## src/hw/rtl/pgf_pkg.sv

```systemverilog
// ---------------------------------------------------------------------------
// pgf_pkg
// Shared types and constants of the packet gap filler: field widths,
// register indexes, blocks-per-second values and the request structures
// passed between the front, the queue and the back.
// ---------------------------------------------------------------------------
package pgf_pkg;

	// Field widths.
	localparam int SEC_W   = 32;
	localparam int BLK_W   = 18;
	localparam int DIFF_W  = BLK_W + 1;
	localparam int BPP_W   = 8;
	localparam int CHUNK_W = 7;
	localparam int CNT_W   = 32;
	localparam int IDX_W   = 2;
	localparam int CFG_W   = 8;

	// Largest chunk the design is built for.
	localparam int MAX_CHUNK_DEF = 64;

	// Register indexes on the configuration port.
	localparam logic [IDX_W-1:0] REG_BPP  = 2'd0;
	localparam logic [IDX_W-1:0] REG_PPC  = 2'd1;
	localparam logic [IDX_W-1:0] REG_MODE = 2'd2;

	// Register reset values.
	localparam logic [BPP_W-1:0]   BPP_RST  = 8'd16;
	localparam logic [CHUNK_W-1:0] PPC_RST  = 7'd64;
	localparam logic               MODE_RST = 1'b0;

	// Blocks per second: alternating at 200 MHz, fixed at 160 MHz.
	localparam logic [BLK_W-1:0] TOT_EVEN  = 18'd195313;
	localparam logic [BLK_W-1:0] TOT_ODD   = 18'd195312;
	localparam logic [BLK_W-1:0] TOT_FIXED = 18'd156250;

	// Largest forward jump of the stamp, in seconds.
	localparam logic [SEC_W:0] AHEAD_LIMIT = 33'd10;

	// Stamp value that marks an invalid header.
	localparam logic [SEC_W-1:0] STAMP_BAD = '1;

	typedef struct packed {
		logic [BPP_W-1:0]   bpp;
		logic [CHUNK_W-1:0] ppc;
		logic               mode;
	} cfg_t;

	// One classified request handed from the front to the back.
	typedef struct packed {
		logic [SEC_W-1:0]   start_sec;
		logic [BLK_W-1:0]   start_blk;
		logic [BLK_W-1:0]   tot;
		logic [BPP_W-1:0]   bpp;
		logic [CHUNK_W-1:0] fills;
		logic               dropped;
		logic               hdr_end;
		logic [SEC_W-1:0]   stamp;
		logic [BLK_W-1:0]   blk;
		logic [CNT_W-1:0]   acc;
		logic [CNT_W-1:0]   rej;
	} job_t;

	// Position reported back after the fills of a dropped request.
	typedef struct packed {
		logic             valid;
		logic [SEC_W-1:0] sec;
		logic [BLK_W-1:0] blk;
	} pos_t;

endpackage

```

## src/hw/rtl/pgf_div.sv

```systemverilog
// ---------------------------------------------------------------------------
// pgf_div
// Restoring divider of the block distance by the blocks per packet, one
// quotient bit per cycle.
// ---------------------------------------------------------------------------
module pgf_div (
	input  logic                        clk,
	input  logic                        arst_n,
	input  logic                        start,
	input  logic [pgf_pkg::DIFF_W-1:0]  dividend,
	input  logic [pgf_pkg::BPP_W-1:0]   divisor,
	output logic                        done,
	output logic [pgf_pkg::DIFF_W-1:0]  quotient
);

	localparam int DW  = pgf_pkg::DIFF_W;
	localparam int VW  = pgf_pkg::BPP_W;
	localparam int CW  = $clog2(DW);

	logic          run_q;
	logic          done_q;
	logic [CW-1:0] cnt_q;
	logic [VW-1:0] rem_q;
	logic [VW-1:0] dvs_q;
	logic [DW-1:0] quo_q;

	logic [VW:0]   trial;
	logic [VW:0]   sub;
	logic          ge;

	// One trial subtraction per cycle.
	always_comb begin
		trial = {rem_q, quo_q[DW-1]};
		sub   = trial - {1'b0, dvs_q};
		ge    = trial >= {1'b0, dvs_q};
	end

	always_ff @(posedge clk or negedge arst_n) begin
		if (!arst_n) begin
			run_q  <= 1'b0;
			done_q <= 1'b0;
			cnt_q  <= '0;
		end else begin
			done_q <= 1'b0;
			if (start) begin
				run_q <= 1'b1;
				cnt_q <= '0;
			end else if (run_q) begin
				cnt_q <= cnt_q + 1'b1;
				if (cnt_q == CW'(DW - 1)) begin
					run_q  <= 1'b0;
					done_q <= 1'b1;
				end
			end
		end
	end

	// Datapath: remainder and a shift register that trades dividend bits
	// for quotient bits.
	always_ff @(posedge clk) begin
		if (start) begin
			rem_q <= '0;
			dvs_q <= divisor;
			quo_q <= dividend;
		end else if (run_q) begin
			rem_q <= ge ? sub[VW-1:0] : trial[VW-1:0];
			quo_q <= {quo_q[DW-2:0], ge};
		end
	end

	assign done     = done_q;
	assign quotient = quo_q;

endmodule

```

## src/hw/rtl/pgf_queue.sv

```systemverilog
// ---------------------------------------------------------------------------
// pgf_queue
// Two-entry queue of classified requests between the front and the back.
// ---------------------------------------------------------------------------
module pgf_queue (
	input  logic             clk,
	input  logic             arst_n,
	input  logic             push,
	input  pgf_pkg::job_t    push_data,
	input  logic             pop,
	output logic             full,
	output logic             not_empty,
	output pgf_pkg::job_t    head
);

	pgf_pkg::job_t mem [2];
	logic          wr_ptr_q;
	logic          rd_ptr_q;
	logic [1:0]    count_q;

	// Storage.
	always_ff @(posedge clk) begin
		if (push) begin
			mem[wr_ptr_q] <= push_data;
		end
	end

	// Pointers and fill level.
	always_ff @(posedge clk or negedge arst_n) begin
		if (!arst_n) begin
			wr_ptr_q <= 1'b0;
			rd_ptr_q <= 1'b0;
			count_q  <= '0;
		end else begin
			if (push) begin
				wr_ptr_q <= ~wr_ptr_q;
			end
			if (pop) begin
				rd_ptr_q <= ~rd_ptr_q;
			end
			if (push && !pop) begin
				count_q <= count_q + 1'b1;
			end else if (pop && !push) begin
				count_q <= count_q - 1'b1;
			end
		end
	end

	assign full      = count_q == 2'd2;
	assign not_empty = count_q != 2'd0;
	assign head      = mem[rd_ptr_q];

endmodule

```

## src/hw/rtl/pgf_front.sv

```systemverilog
// ---------------------------------------------------------------------------
// pgf_front
// Takes one header, checks it against the last position, works out the
// number of fill packets and queues a request for the back.
// ---------------------------------------------------------------------------
module pgf_front #(
	parameter int MAX_CHUNK = pgf_pkg::MAX_CHUNK_DEF
) (
	input  logic                       clk,
	input  logic                       arst_n,
	input  pgf_pkg::cfg_t              cfg,
	input  logic                       in_valid,
	output logic                       in_ready,
	input  logic [pgf_pkg::SEC_W-1:0]  stamp_seconds,
	input  logic [pgf_pkg::BLK_W-1:0]  block_number,
	input  logic                       q_full,
	output logic                       q_push,
	output pgf_pkg::job_t              q_data,
	input  pgf_pkg::pos_t              pos
);

	localparam int SLOT_W = $clog2(MAX_CHUNK + 1);
	localparam int SEC_W  = pgf_pkg::SEC_W;
	localparam int BLK_W  = pgf_pkg::BLK_W;
	localparam int DIFF_W = pgf_pkg::DIFF_W;
	localparam int BPP_W  = pgf_pkg::BPP_W;
	localparam int CNT_W  = pgf_pkg::CNT_W;

	typedef enum logic [2:0] {
		F_IDLE,
		F_CHECK,
		F_DIV,
		F_PUSH,
		F_WAIT
	} fstate_t;

	fstate_t             state_q;
	logic [SEC_W-1:0]    stamp_q;
	logic [BLK_W-1:0]    blk_q;
	logic [SEC_W-1:0]    last_sec_q;
	logic [BLK_W-1:0]    last_blk_q;
	logic                have_ref_q;
	logic [SLOT_W-1:0]   slot_q;
	logic [CNT_W-1:0]    acc_q;
	logic [CNT_W-1:0]    rej_q;
	logic [DIFF_W-1:0]   diff_q;
	logic [BLK_W-1:0]    tot_q;
	logic [BPP_W-1:0]    bpp_q;
	logic [SLOT_W-1:0]   room_q;
	logic [SLOT_W-1:0]   fills_q;
	logic                dropped_q;
	logic                hdr_end_q;
	logic                div_start_q;

	logic                div_done;
	logic [DIFF_W-1:0]   quotient;

	logic [SLOT_W-1:0]   chunk_n;
	logic [SLOT_W-1:0]   slot_eff;
	logic [BPP_W-1:0]    bpp_eff;
	logic                ahead;
	logic [BLK_W-1:0]    tot_w;
	logic [DIFF_W-1:0]   diff_w;
	logic                short_w;
	logic [DIFF_W-1:0]   q_m1;
	logic [SLOT_W-1:0]   fills_w;
	logic [SLOT_W-1:0]   slot_next;

	// Header checks against the last position.
	always_comb begin
		if (cfg.ppc == '0) begin
			chunk_n = SLOT_W'(1);
		end else if (cfg.ppc > pgf_pkg::CHUNK_W'(MAX_CHUNK)) begin
			chunk_n = SLOT_W'(MAX_CHUNK);
		end else begin
			chunk_n = cfg.ppc[SLOT_W-1:0];
		end
		slot_eff = (slot_q >= chunk_n) ? '0 : slot_q;
		bpp_eff  = (cfg.bpp == '0) ? BPP_W'(1) : cfg.bpp;
		ahead    = ({1'b0, last_sec_q} + pgf_pkg::AHEAD_LIMIT) < {1'b0, stamp_q};
		if (cfg.mode) begin
			tot_w = pgf_pkg::TOT_FIXED;
		end else begin
			tot_w = last_sec_q[0] ? pgf_pkg::TOT_ODD : pgf_pkg::TOT_EVEN;
		end
		if (blk_q >= last_blk_q) begin
			diff_w = {1'b0, blk_q} - {1'b0, last_blk_q};
		end else begin
			diff_w = {1'b0, blk_q} + {1'b0, tot_w} - {1'b0, last_blk_q};
		end
		short_w = diff_w < DIFF_W'(bpp_eff);
	end

	// Fill count, limited by the slots left in the chunk.
	always_comb begin
		q_m1      = quotient - 1'b1;
		fills_w   = (q_m1 < DIFF_W'(room_q)) ? q_m1[SLOT_W-1:0] : room_q;
		slot_next = slot_q + fills_q + 1'b1;
	end

	// Sequencer and position state.
	always_ff @(posedge clk or negedge arst_n) begin
		if (!arst_n) begin
			state_q     <= F_IDLE;
			last_sec_q  <= '0;
			last_blk_q  <= '0;
			have_ref_q  <= 1'b0;
			slot_q      <= '0;
			acc_q       <= '0;
			rej_q       <= '0;
			div_start_q <= 1'b0;
		end else begin
			div_start_q <= 1'b0;
			unique case (state_q)
				F_IDLE: begin
					if (in_valid) begin
						state_q <= F_CHECK;
					end
				end
				F_CHECK: begin
					slot_q <= slot_eff;
					priority if (stamp_q == pgf_pkg::STAMP_BAD) begin
						rej_q   <= rej_q + 1'b1;
						state_q <= F_IDLE;
					end else if (!have_ref_q) begin
						// The first header only sets the reference; it counts as rejected.
						have_ref_q <= 1'b1;
						last_sec_q <= stamp_q;
						last_blk_q <= blk_q;
						rej_q      <= rej_q + 1'b1;
						state_q    <= F_IDLE;
					end else if (ahead || short_w) begin
						rej_q   <= rej_q + 1'b1;
						state_q <= F_IDLE;
					end else begin
						div_start_q <= 1'b1;
						state_q     <= F_DIV;
					end
				end
				F_DIV: begin
					if (div_done) begin
						state_q <= F_PUSH;
					end
				end
				F_PUSH: begin
					if (!q_full) begin
						if (dropped_q) begin
							slot_q  <= '0;
							state_q <= F_WAIT;
						end else begin
							acc_q      <= acc_q + 1'b1;
							last_sec_q <= stamp_q;
							last_blk_q <= blk_q;
							slot_q     <= hdr_end_q ? '0 : slot_next;
							state_q    <= F_IDLE;
						end
					end
				end
				F_WAIT: begin
					if (pos.valid) begin
						last_sec_q <= pos.sec;
						last_blk_q <= pos.blk;
						state_q    <= F_IDLE;
					end
				end
				default: begin
					state_q <= F_IDLE;
				end
			endcase
		end
	end

	// Request payload registers.
	always_ff @(posedge clk) begin
		if (state_q == F_IDLE && in_valid) begin
			stamp_q <= stamp_seconds;
			blk_q   <= block_number;
		end
		if (state_q == F_CHECK) begin
			diff_q <= diff_w;
			tot_q  <= tot_w;
			bpp_q  <= bpp_eff;
			room_q <= chunk_n - slot_eff;
		end
		if (state_q == F_DIV && div_done) begin
			fills_q   <= fills_w;
			dropped_q <= fills_w == room_q;
			hdr_end_q <= (fills_w + 1'b1) == room_q;
		end
	end

	pgf_div u_div (
		.clk      (clk),
		.arst_n   (arst_n),
		.start    (div_start_q),
		.dividend (diff_q),
		.divisor  (bpp_q),
		.done     (div_done),
		.quotient (quotient)
	);

	// Request to the back.
	always_comb begin
		q_data.start_sec = last_sec_q;
		q_data.start_blk = last_blk_q;
		q_data.tot       = tot_q;
		q_data.bpp       = bpp_q;
		q_data.fills     = pgf_pkg::CHUNK_W'(fills_q);
		q_data.dropped   = dropped_q;
		q_data.hdr_end   = hdr_end_q;
		q_data.stamp     = stamp_q;
		q_data.blk       = blk_q;
		q_data.acc       = dropped_q ? acc_q : acc_q + 1'b1;
		q_data.rej       = rej_q;
	end

	assign q_push   = (state_q == F_PUSH) && !q_full;
	assign in_ready = state_q == F_IDLE;

endmodule

```

## src/hw/rtl/pgf_back.sv

```systemverilog
// ---------------------------------------------------------------------------
// pgf_back
// Carries out one queued request: its fill headers, then the received header
// if the fills leave room; one per unstalled cycle into the output register.
// ---------------------------------------------------------------------------
module pgf_back #(
	parameter int MAX_CHUNK = pgf_pkg::MAX_CHUNK_DEF
) (
	input  logic                       clk,
	input  logic                       arst_n,
	input  logic                       q_not_empty,
	input  pgf_pkg::job_t              q_head,
	output logic                       q_pop,
	output pgf_pkg::pos_t              pos,
	output logic                       out_valid,
	input  logic                       out_ready,
	output logic [pgf_pkg::SEC_W-1:0]  out_seconds,
	output logic [pgf_pkg::BLK_W-1:0]  out_block,
	output logic                       is_fill,
	output logic                       chunk_end,
	output logic                       last,
	output logic [pgf_pkg::CNT_W-1:0]  accepted_total,
	output logic [pgf_pkg::CNT_W-1:0]  rejected_total
);

	localparam int SLOT_W = $clog2(MAX_CHUNK + 1);
	localparam int SEC_W  = pgf_pkg::SEC_W;
	localparam int BLK_W  = pgf_pkg::BLK_W;
	localparam int DIFF_W = pgf_pkg::DIFF_W;
	localparam int CNT_W  = pgf_pkg::CNT_W;

	logic                busy_q;
	pgf_pkg::job_t       job_q;
	logic [SEC_W-1:0]    cur_sec_q;
	logic [BLK_W-1:0]    cur_blk_q;
	logic [SLOT_W-1:0]   left_q;
	logic                pos_valid_q;
	logic [SEC_W-1:0]    pos_sec_q;
	logic [BLK_W-1:0]    pos_blk_q;

	logic                out_valid_q;
	logic [SEC_W-1:0]    out_sec_q;
	logic [BLK_W-1:0]    out_blk_q;
	logic                is_fill_q;
	logic                chunk_end_q;
	logic                last_q;
	logic [CNT_W-1:0]    acc_q;
	logic [CNT_W-1:0]    rej_q;

	logic                step;
	logic                do_fill;
	logic                final_fill;
	logic [DIFF_W-1:0]   nb;
	logic                wrap;
	logic [BLK_W-1:0]    nblk;
	logic [SEC_W-1:0]    nsec;

	// Next fill position: one packet on, wrapping into the next second.
	always_comb begin
		step       = busy_q && (!out_valid_q || out_ready);
		do_fill    = left_q != '0;
		final_fill = job_q.dropped && (left_q == SLOT_W'(1));
		nb         = {1'b0, cur_blk_q} + DIFF_W'(job_q.bpp);
		wrap       = nb >= {1'b0, job_q.tot};
		nblk       = wrap ? BLK_W'(nb - {1'b0, job_q.tot}) : nb[BLK_W-1:0];
		nsec       = cur_sec_q + SEC_W'(wrap);
	end

	assign q_pop = !busy_q && q_not_empty;

	// Control: request in hand, output valid and the position report.
	always_ff @(posedge clk or negedge arst_n) begin
		if (!arst_n) begin
			busy_q      <= 1'b0;
			out_valid_q <= 1'b0;
			pos_valid_q <= 1'b0;
		end else begin
			pos_valid_q <= 1'b0;
			if (q_pop) begin
				busy_q <= 1'b1;
			end else if (step && (!do_fill || final_fill)) begin
				busy_q      <= 1'b0;
				pos_valid_q <= final_fill && do_fill;
			end
			if (step) begin
				out_valid_q <= 1'b1;
			end else if (out_ready) begin
				out_valid_q <= 1'b0;
			end
		end
	end

	// Datapath of the request and of the output register.
	always_ff @(posedge clk) begin
		if (q_pop) begin
			job_q     <= q_head;
			cur_sec_q <= q_head.start_sec;
			cur_blk_q <= q_head.start_blk;
			left_q    <= SLOT_W'(q_head.fills);
		end else if (step && do_fill) begin
			cur_sec_q <= nsec;
			cur_blk_q <= nblk;
			left_q    <= left_q - 1'b1;
		end
		if (step) begin
			acc_q <= job_q.acc;
			rej_q <= job_q.rej;
			if (do_fill) begin
				out_sec_q   <= nsec;
				out_blk_q   <= nblk;
				is_fill_q   <= 1'b1;
				chunk_end_q <= final_fill;
				last_q      <= final_fill;
				pos_sec_q   <= nsec;
				pos_blk_q   <= nblk;
			end else begin
				out_sec_q   <= job_q.stamp;
				out_blk_q   <= job_q.blk;
				is_fill_q   <= 1'b0;
				chunk_end_q <= job_q.hdr_end;
				last_q      <= 1'b1;
			end
		end
	end

	assign pos.valid      = pos_valid_q;
	assign pos.sec        = pos_sec_q;
	assign pos.blk        = pos_blk_q;
	assign out_valid      = out_valid_q;
	assign out_seconds    = out_sec_q;
	assign out_block      = out_blk_q;
	assign is_fill        = is_fill_q;
	assign chunk_end      = chunk_end_q;
	assign last           = last_q;
	assign accepted_total = acc_q;
	assign rejected_total = rej_q;

endmodule

```

## src/hw/rtl/packet_gap_filler_unit.sv

```systemverilog
// ---------------------------------------------------------------------------
// packet_gap_filler_unit
// Sequence gap detector and filler for received packet headers.
// ---------------------------------------------------------------------------
// Usage: headers (stamp_seconds, block_number) enter on the in_valid/in_ready
// channel. Each request is checked against the last position and gives no
// result (rejected), or a run of fill headers followed by the received
// header, or only fill headers when they close the chunk. Results leave on
// the out_valid/out_ready channel, one per cycle while the receiver takes
// them; last marks the final result of a request.
// Each accepted header is checked against the last position; a bit-serial
// divider divides its block distance by the blocks per packet. The front takes
// no new header until the last one is queued or rejected. Fills follow at one
// a cycle through the two-entry request queue; a header that closes its chunk
// with fills holds the front until the back reports the final fill position.
// Reset clears the position, the chunk slot count, both counters and the
// registers to their defaults. A stalled receiver holds the output register;
// the back stops and, once the queue fills, the front stops taking headers.
// Configuration is written through cfg_we/cfg_index/cfg_data; the user must
// do so only while idle, and the block itself does not enforce it.
// ---------------------------------------------------------------------------
module packet_gap_filler_unit #(
	parameter int MAX_CHUNK = pgf_pkg::MAX_CHUNK_DEF
) (
	input  logic                       clk,
	input  logic                       arst_n,
	input  logic                       cfg_we,
	input  logic [pgf_pkg::IDX_W-1:0]  cfg_index,
	input  logic [pgf_pkg::CFG_W-1:0]  cfg_data,
	input  logic                       in_valid,
	output logic                       in_ready,
	input  logic [pgf_pkg::SEC_W-1:0]  stamp_seconds,
	input  logic [pgf_pkg::BLK_W-1:0]  block_number,
	output logic                       out_valid,
	input  logic                       out_ready,
	output logic [pgf_pkg::SEC_W-1:0]  out_seconds,
	output logic [pgf_pkg::BLK_W-1:0]  out_block,
	output logic                       is_fill,
	output logic                       chunk_end,
	output logic                       last,
	output logic [pgf_pkg::CNT_W-1:0]  accepted_total,
	output logic [pgf_pkg::CNT_W-1:0]  rejected_total
);

	pgf_pkg::cfg_t  cfg_q;
	pgf_pkg::job_t  q_data;
	pgf_pkg::job_t  q_head;
	pgf_pkg::pos_t  pos;
	logic           q_push;
	logic           q_pop;
	logic           q_full;
	logic           q_not_empty;

	// Configuration registers.
	always_ff @(posedge clk or negedge arst_n) begin
		if (!arst_n) begin
			cfg_q.bpp  <= pgf_pkg::BPP_RST;
			cfg_q.ppc  <= pgf_pkg::PPC_RST;
			cfg_q.mode <= pgf_pkg::MODE_RST;
		end else if (cfg_we) begin
			unique case (cfg_index)
				pgf_pkg::REG_BPP:  cfg_q.bpp  <= cfg_data;
				pgf_pkg::REG_PPC:  cfg_q.ppc  <= cfg_data[pgf_pkg::CHUNK_W-1:0];
				pgf_pkg::REG_MODE: cfg_q.mode <= cfg_data[0];
				default: begin
				end
			endcase
		end
	end

	pgf_front #(
		.MAX_CHUNK (MAX_CHUNK)
	) u_front (
		.clk           (clk),
		.arst_n        (arst_n),
		.cfg           (cfg_q),
		.in_valid      (in_valid),
		.in_ready      (in_ready),
		.stamp_seconds (stamp_seconds),
		.block_number  (block_number),
		.q_full        (q_full),
		.q_push        (q_push),
		.q_data        (q_data),
		.pos           (pos)
	);

	pgf_queue u_queue (
		.clk       (clk),
		.arst_n    (arst_n),
		.push      (q_push),
		.push_data (q_data),
		.pop       (q_pop),
		.full      (q_full),
		.not_empty (q_not_empty),
		.head      (q_head)
	);

	pgf_back #(
		.MAX_CHUNK (MAX_CHUNK)
	) u_back (
		.clk            (clk),
		.arst_n         (arst_n),
		.q_not_empty    (q_not_empty),
		.q_head         (q_head),
		.q_pop          (q_pop),
		.pos            (pos),
		.out_valid      (out_valid),
		.out_ready      (out_ready),
		.out_seconds    (out_seconds),
		.out_block      (out_block),
		.is_fill        (is_fill),
		.chunk_end      (chunk_end),
		.last           (last),
		.accepted_total (accepted_total),
		.rejected_total (rejected_total)
	);

endmodule

```

## config.mk

```make
export PLATFORM = sky130hd
export DESIGN_NAME = packet_gap_filler_unit
export DESIGN_NICKNAME = d
export VERILOG_FILES = /design/src/hw/rtl/pgf_pkg.sv /design/src/hw/rtl/pgf_div.sv /design/src/hw/rtl/pgf_queue.sv /design/src/hw/rtl/pgf_front.sv /design/src/hw/rtl/pgf_back.sv /design/src/hw/rtl/packet_gap_filler_unit.sv
export SDC_FILE = /design/constraint.sdc
export NUM_CORES = 1
export LEC_CHECK = 0
export BUFFER_PORTS_ARGS = -buffer_cell sky130_fd_sc_hd__buf_2
export CORE_MARGIN = 5
export CORE_UTILIZATION = 30
export CTS_CLUSTER_DIAMETER = 120
export DETAILED_ROUTE_END_ITERATION = 8
export GPL_TIMING_DRIVEN = 0
export PLACE_DENSITY_LB_ADDON = 0.05
export SLEW_MARGIN = 15
export SYNTH_ARGS = -nofsm -noshare
export SYNTH_HDL_FRONTEND = slang
export SYNTH_SLANG_ARGS = --single-unit
```

## constraint.sdc

```tcl
create_clock -name clk -period 8.95 [get_ports clk]
set_input_delay 0.895 -clock clk [delete_from_list [all_inputs] [get_ports clk]]
set_output_delay 0.895 -clock clk [all_outputs]
set_load 0.1 [all_outputs]
```

After elaboration in Yosys (flattened, before gate mapping)
Memory sizes are Yosys's and may differ from the RTL's.
Cells that the tools add are included.
- memory bits (writable): 398
- memories: 1
- word-level logic and storage cells: 220
- register bits: 668
- output and inout bits: 119
- input port bits: 65
- $lt $le $gt $ge: 8
- add/sub/neg operators: 19
- bitwise operators: 4
- equality and inequality tests: 20
- multiplexer cells: 73
- reductions and logical operators: 43
- memory list (name ; depth ; width ; read ports ; clocked after memory_dff ; write ports ; line ; source):
    u_queue.mem ; 2 ; 199 ; 1 ; 0 ; 1 ; pgf_queue.sv:16 ; pgf_pkg::job_t mem [2];
- operators by type and width (cell ; count):
    32-bit two-way mux ; 12
    18-bit two-way mux ; 10
    32-bit case mux with 3 select lines ; 1
    32-bit by 1-bit adder with 32-bit output, second input constant ; 2
    7-bit two-way mux ; 9
    19-bit two-way mux ; 3
    18-bit case mux with 3 select lines ; 1
    32-bit by 4-bit adder with 33-bit output, second input constant ; 1
    33-bit by 32-bit less-than comparator with 1-bit output ; 1
    32-bit by 1-bit adder with 32-bit output ; 1
    32-bit equality test, second input constant ; 1
    1-bit two-way mux ; 21
    3-bit two-way mux ; 7
    18-bit by 18-bit adder with 19-bit output ; 1
    18-bit by 8-bit adder with 19-bit output ; 1
    19-bit by 18-bit greater-or-equal comparator with 1-bit output ; 1
    19-bit by 7-bit less-than comparator with 1-bit output ; 1
    19-bit by 8-bit less-than comparator with 1-bit output ; 1
    18-bit by 18-bit subtractor with 19-bit output ; 1
    19-bit by 1-bit subtractor with 19-bit output, second input constant ; 1
    19-bit by 18-bit subtractor with 19-bit output ; 1
    18-bit greater-or-equal comparator ; 1
    18-bit subtractor ; 1
    8-bit two-way mux ; 2
    other kinds (40) ; 85

Depth between registers and ports, before layout
- depth after elaboration: 11
- gate-level depth with buffers: 23
- gate-level depth less buffers: 21

Cells and area by module
Synthesis repeated with hierarchy kept, for this count alone.
- cells, all modules: 3390
- area total of the unflattened synthesis: 47254.1 µm²
- modules (own cells, without submodules) (module ; seq. area each (µm²) ; cells each ; area an instance (µm²) ; times used):
    pgf_front ; 6035.8 ; 1618 ; 14929.3 ; 1
    pgf_back ; 11065.6 ; 929 ; 14893.0 ; 1
    pgf_queue ; 12051.6 ; 635 ; 14676.6 ; 1
    pgf_div ; 1146.1 ; 173 ; 2134.5 ; 1
    packet_gap_filler_unit ; 402.9 ; 35 ; 620.6 ; 1

Least setup slack after synthesis
OpenSTA, ideal clock, no wires.
- path type: reg2reg
- from: register u_front.state_q[1]
- to: memory u_queue.mem[0][0] in the netlist's numbering, enable pin
- stages on the path, launching flop included: 6
- library setup time: 0.732 ns
- buffers on the path: 1
- path slack: -0.449 ns
- arrival time: 8.667 ns
- cells stage by stage: dfrtp_1 > inv_1 > nor2_1 > nand3_1 > clkbuf_1 > nor2_1
- longest elaborated chain between the ends: 4
- RTL lines (what ; line ; source):
    start: declaration ; pgf_front.sv:37 ; fstate_t state_q;
    start signal: assignment ; pgf_front.sv:104 ; state_q <= F_IDLE;
    start signal: assignment ; pgf_front.sv:117 ; state_q <= F_CHECK;
    start signal: assignment ; pgf_front.sv:124 ; state_q <= F_IDLE;
    3-bit by 2-bit equality test with 1-bit output ; pgf_front.sv:217 ; assign q_push = (state_q == F_PUSH) && !q_full;
    1-bit logical AND ; pgf_front.sv:217 ;
    1-bit two-way mux ; pgf_queue.sv:23 ; if (push) begin
    1-bit two-way mux (implied by the code) ; pgf_queue.sv:24 ; mem[wr_ptr_q] <= push_data;
    end: declaration ; pgf_queue.sv:16 ;
No other way between the ends.

Worst setup path after layout
- from: register u_back.job_q[123] in the netlist's numbering
- to: register u_back.out_sec_q[29], in the netlist u_back.out_seconds[29], data pin
- longest elaborated chain between the ends: 4
- RTL lines (what ; line ; source):
    start: declaration ; pgf_back.sv:33 ; pgf_pkg::job_t job_q;
    start signal: assignment ; pgf_back.sv:96 ; job_q <= q_head;
    18-bit by 8-bit adder with 19-bit output ; pgf_back.sv:63 ; nb = {1'b0, cur_blk_q} + DIFF_W'(job_q.bpp);
    19-bit by 18-bit greater-or-equal comparator with 1-bit output ; pgf_back.sv:64 ; wrap = nb >= {1'b0, job_q.tot};
    32-bit by 1-bit adder with 32-bit output ; pgf_back.sv:66 ; nsec = cur_sec_q + SEC_W'(wrap);
    32-bit two-way mux ; pgf_back.sv:108 ; if (do_fill) begin
    end signal: assignment ; pgf_back.sv:109 ; out_sec_q <= nsec;
    end signal: assignment ; pgf_back.sv:117 ; out_sec_q <= job_q.stamp;
    end: declaration ; pgf_back.sv:42 ; logic [SEC_W-1:0] out_sec_q;
No other way between the ends.
A chain may end at the register's enable or synchronous reset.

==> flow_metrics.py <==
metrics = {
    "synth": {
        "yosysTopAreaCell": "edfxtp_1",
        "syn_nets": 3492,
        "yosys.cell_count.top_type": "edfxtp_1",
        "ys_seq_elements": 1006,
        "ys_async_sr_fraction": 0.155,
        "ys_seq_area_frac": 0.663,
        "synth_area_sq_um": 44200,
        "syn_inst": 3270,
        "postSynthAreaPerCell_sq_um": 13.5,
        "ys.flop_type": "edfxtp_1",
        "synth_edf_count": 842,
        "ys_top_cells_by_count": "edfxtp_1 (842), nor2_1 (316), a21oi_1 (226)",
        "synth_top_area_frac": 0.572,
        "yosys_warnings": 0,
        "synth_cell_types": 78,
        "synth.area.top_cells": "edfxtp_1 (57%), dfrtp_1 (8.7%), mux2_2 (4.0%), ha_1 (4.0%), xnor2_1 (3.2%)",
    },
    "setup_path": {
        "slowest_delay_ps": 920,
        "timing.rr.end": "u_back.out_seconds[29]",
        "critPathArrivalTime_ps": 7720,
        "r2r_slack_ps": 1620,
        "path_delay_family": "simple AND/OR/NAND/NOR gates",
        "slowest_stage": "nor3_1",
        "setup.worst_path.class": "register to register",
        "cp_max_fo": 10,
        "cp.required_ps": 9340,
        "r2r-start": "u_back.job_q[123]",
        "worstSetupEndpointType": "register",
        "path_cells": "ha_1, fa_1, a21oi_1, o32ai_2, o211ai_1, nor2_1, xnor2_1, ha_1, nand2_1, o21a_1, nor2b_1, a221oi_1, buf_2, buf_2, ha_1, nand3_1, nor3_1, nand3_1, nor2_1, nand3_1, xor2_1, a21oi_1",
        "cp_num_buf_inv": 2,
        "reg2reg_depth": 22,
        "crit_path_start_kind": "register",
    },
    "final_layout": {
        "area_growth_pct": 17.6,
        "antenna_cells": 0,
        "fillers": 14397,
        "final_layout_size_suffix_gt1_frac": 0.158,
        "final_nets": 3821,
        "final_area_sq_um": 52000,
    },
    "cts": {
        "clk_pin_slew_ps": 60,
        "clock-sinks": 1006,
        "cts_root_buf": "clkbuf_16",
        "cts_buffer_depth": 3,
        "numCtsBuffers": 115,
        "cts_tree": "built",
        "cts_resized": 0,
        "h-tree-depth": 3,
        "insertion_delay_ps": 720,
    },
    "global_routing": {
        "grt_max_degree": 77,
        "track_usage": 0.155,
        "gr-total-overflow": 0,
        "grt_pass1_vias": 27377,
        "grt_pass1_wl_um": 181000,
        "antenna_found_initial": 6,
    },
    "die": {
        "dieArea_sq_um": 155000,
        "die_w_um": 394,
        "io_pins": 184,
        "start_util": 0.301,
        "die_y_um": 394,
        "rows": 141,
        "fp.coreArea_sq_um": 147000,
    },
    "pwr": {
        "powerDensity_nw_per_um2": 396,
        "p_leak_nw": 19.4,
        "ir_worst_vdd_mv": 0.179,
    },
    "worst_hold_path": {
        "hold_path_class": "input pin to register",
        "min_to": "u_front.stamp_q[4]",
        "hold_start": "stamp_seconds[4]",
        "hold_depth": 1,
    },
    "route": {
        "drtIter0Drc": 1366,
        "vias": 26469,
        "wl_per_cell_um": 21.7,
        "drt_pass1_iterations": 5,
        "drc": 0,
        "routed_wl_um": 122000,
        "vias_per_cell": 4.70,
        "drtAntennaViolNets": 0,
    },
    "placed_design": {
        "post-dp-hpwl_um": 88200,
        "routabilityCongestion": 0.841,
        "dpl-instance-area_sq_um": 48300,
        "portBuffers": 183,
    },
    "timing": {
        "setup_violations": 0,
        "relSlewSlack": 0.244,
        "fin_setup_tns_ps": 0,
        "worstMarginPinSlew_ps": 1130,
        "clock_skew_ps": 29.6,
        "min_period_ps": 7330,
        "report.final.slew_viol_count": 0,
        "rsz0062_at_grt": "false",
        "clock.fmax_mhz": 136,
        "fin_crit_sh": 0.819,
        "hold_viol_final": 0,
    },
    "status": {
        "outcome": "complete, no violations",
    },
    "job": {
        "cap_violations": 0,
    },
}
[power breakdown]
part / switching (mW) / internal [mW]
clock: 1.93 / 2.67
sequential: 0.768 / 6.72
combinational: 5.76 / 2.77
total: 8.46 / 12.2
[kinds of logic after synthesis]
kind of cell | share of synthesized area
adders and majority gates | 0.0471
buffers and inverters | 0.0253
muxes | 0.0541
AOI/OAI and AO/OA | 0.0710
xor gates and xnor gates | 0.0487
DFF | 0.663
and+or+nand+nor | 0.0903
[cell type report]
| class | count | area, sq um | share of cell area |
|---|---|---|---|
| flip-flops and latches | 1006 | 29400 | 0.564 |
| multi-input cells | 1975 | 13800 | 0.265 |
| clock buffers | 155 | 3120 | 0.0600 |
| well taps | 1930 | 2410 | 0.0464 |
| repair buffers | 212 | 1610 | 0.0309 |
| inverters | 181 | 684 | 0.0132 |
| clock inverters | 63 | 579 | 0.0111 |
| plain buffers | 108 | 454 | 0.00873 |
[per-stage QoR]
stage	total power [mW]	setup slack [ps]	hold WS, ps	util	cells
floorplan	13.4	2670	400	-	3270
global placement	16.1	-2020	404	0.323	5383
global route	21.9	1070	298	0.354	5630
finish	20.6	1620	352	0.354	5630
CTS	21.0	1390	269	0.354	5630
detailed placement	16.2	1420	405	0.328	5411
[what timing repair did]
| item | 4_1_cts | 5_1_grt |
|---|---|---|
| hold endpoints to repair | 24 | 0 |
| setup buffers | 0 | 0 |
| hold buffers | 1 | 0 |
| endpoints found under the setup margin | 0 | 0 |
[routing by layer]
layer | wire, um | track usage
met3 | 5000 | 0.0253
met5 | 0 | 0
met2 | 57700 | 0.257
met4 | 3410 | 0.0496
met1 | 56000 | 0.208
[flip-flops by register name, indices dropped and copies added (netlist names), 19 cells and up]
signal                  flops
u_back.accepted_total      32
u_back.cur_sec_q           32
u_back.job_q              127
u_back.out_seconds         32
u_back.pos_sec_q           32
u_back.rejected_total      32
u_front.acc_q              32
u_front.diff_q             19
u_front.last_sec_q         32
u_front.rej_q              32
u_front.stamp_q            32
u_front.u_div.quotient     19
u_queue.mem               368
[placed cells by master (no fill, tap or decap), types with 32 or more instances in the layout]
master	instances
inv_1	178
nand4_1	55
nand2_1	175
a21o_1	51
clkbuf_16	116
o21ai_0	80
xor2_1	84
edfxtp_1	842
and3_1	41
a211oi_1	44
mux2i_1	57
mux2_2	159
a21oi_1	226
nor2_1	313
xnor2_1	162
nor2b_1	44
ha_1	141
buf_2	188
clkbuf_1	113
dfrtp_1	154
nor3_1	32
nand3_1	74
[worst max-delay path by stage]
stage	startpoint	end	slack, ps	cells past startpoint
4_1_cts	u_back.job_q[123]	u_back.out_seconds[31]	1390	21
2_1_floorplan	u_front.state_q[1]	u_queue.mem[0][0]	2670	5
5_1_grt	u_back.job_q[123]	u_back.out_seconds[31]	1070	21
3_3_place_gp	u_front.state_q[1]	u_queue.mem[0][72]	-2020	5
6_report	u_back.job_q[123]	u_back.out_seconds[29]	1620	22
3_5_place_dp	u_back.job_q[123]	u_back.out_seconds[31]	1420	21
No activity file was read; power rests on OpenSTA's default activity.
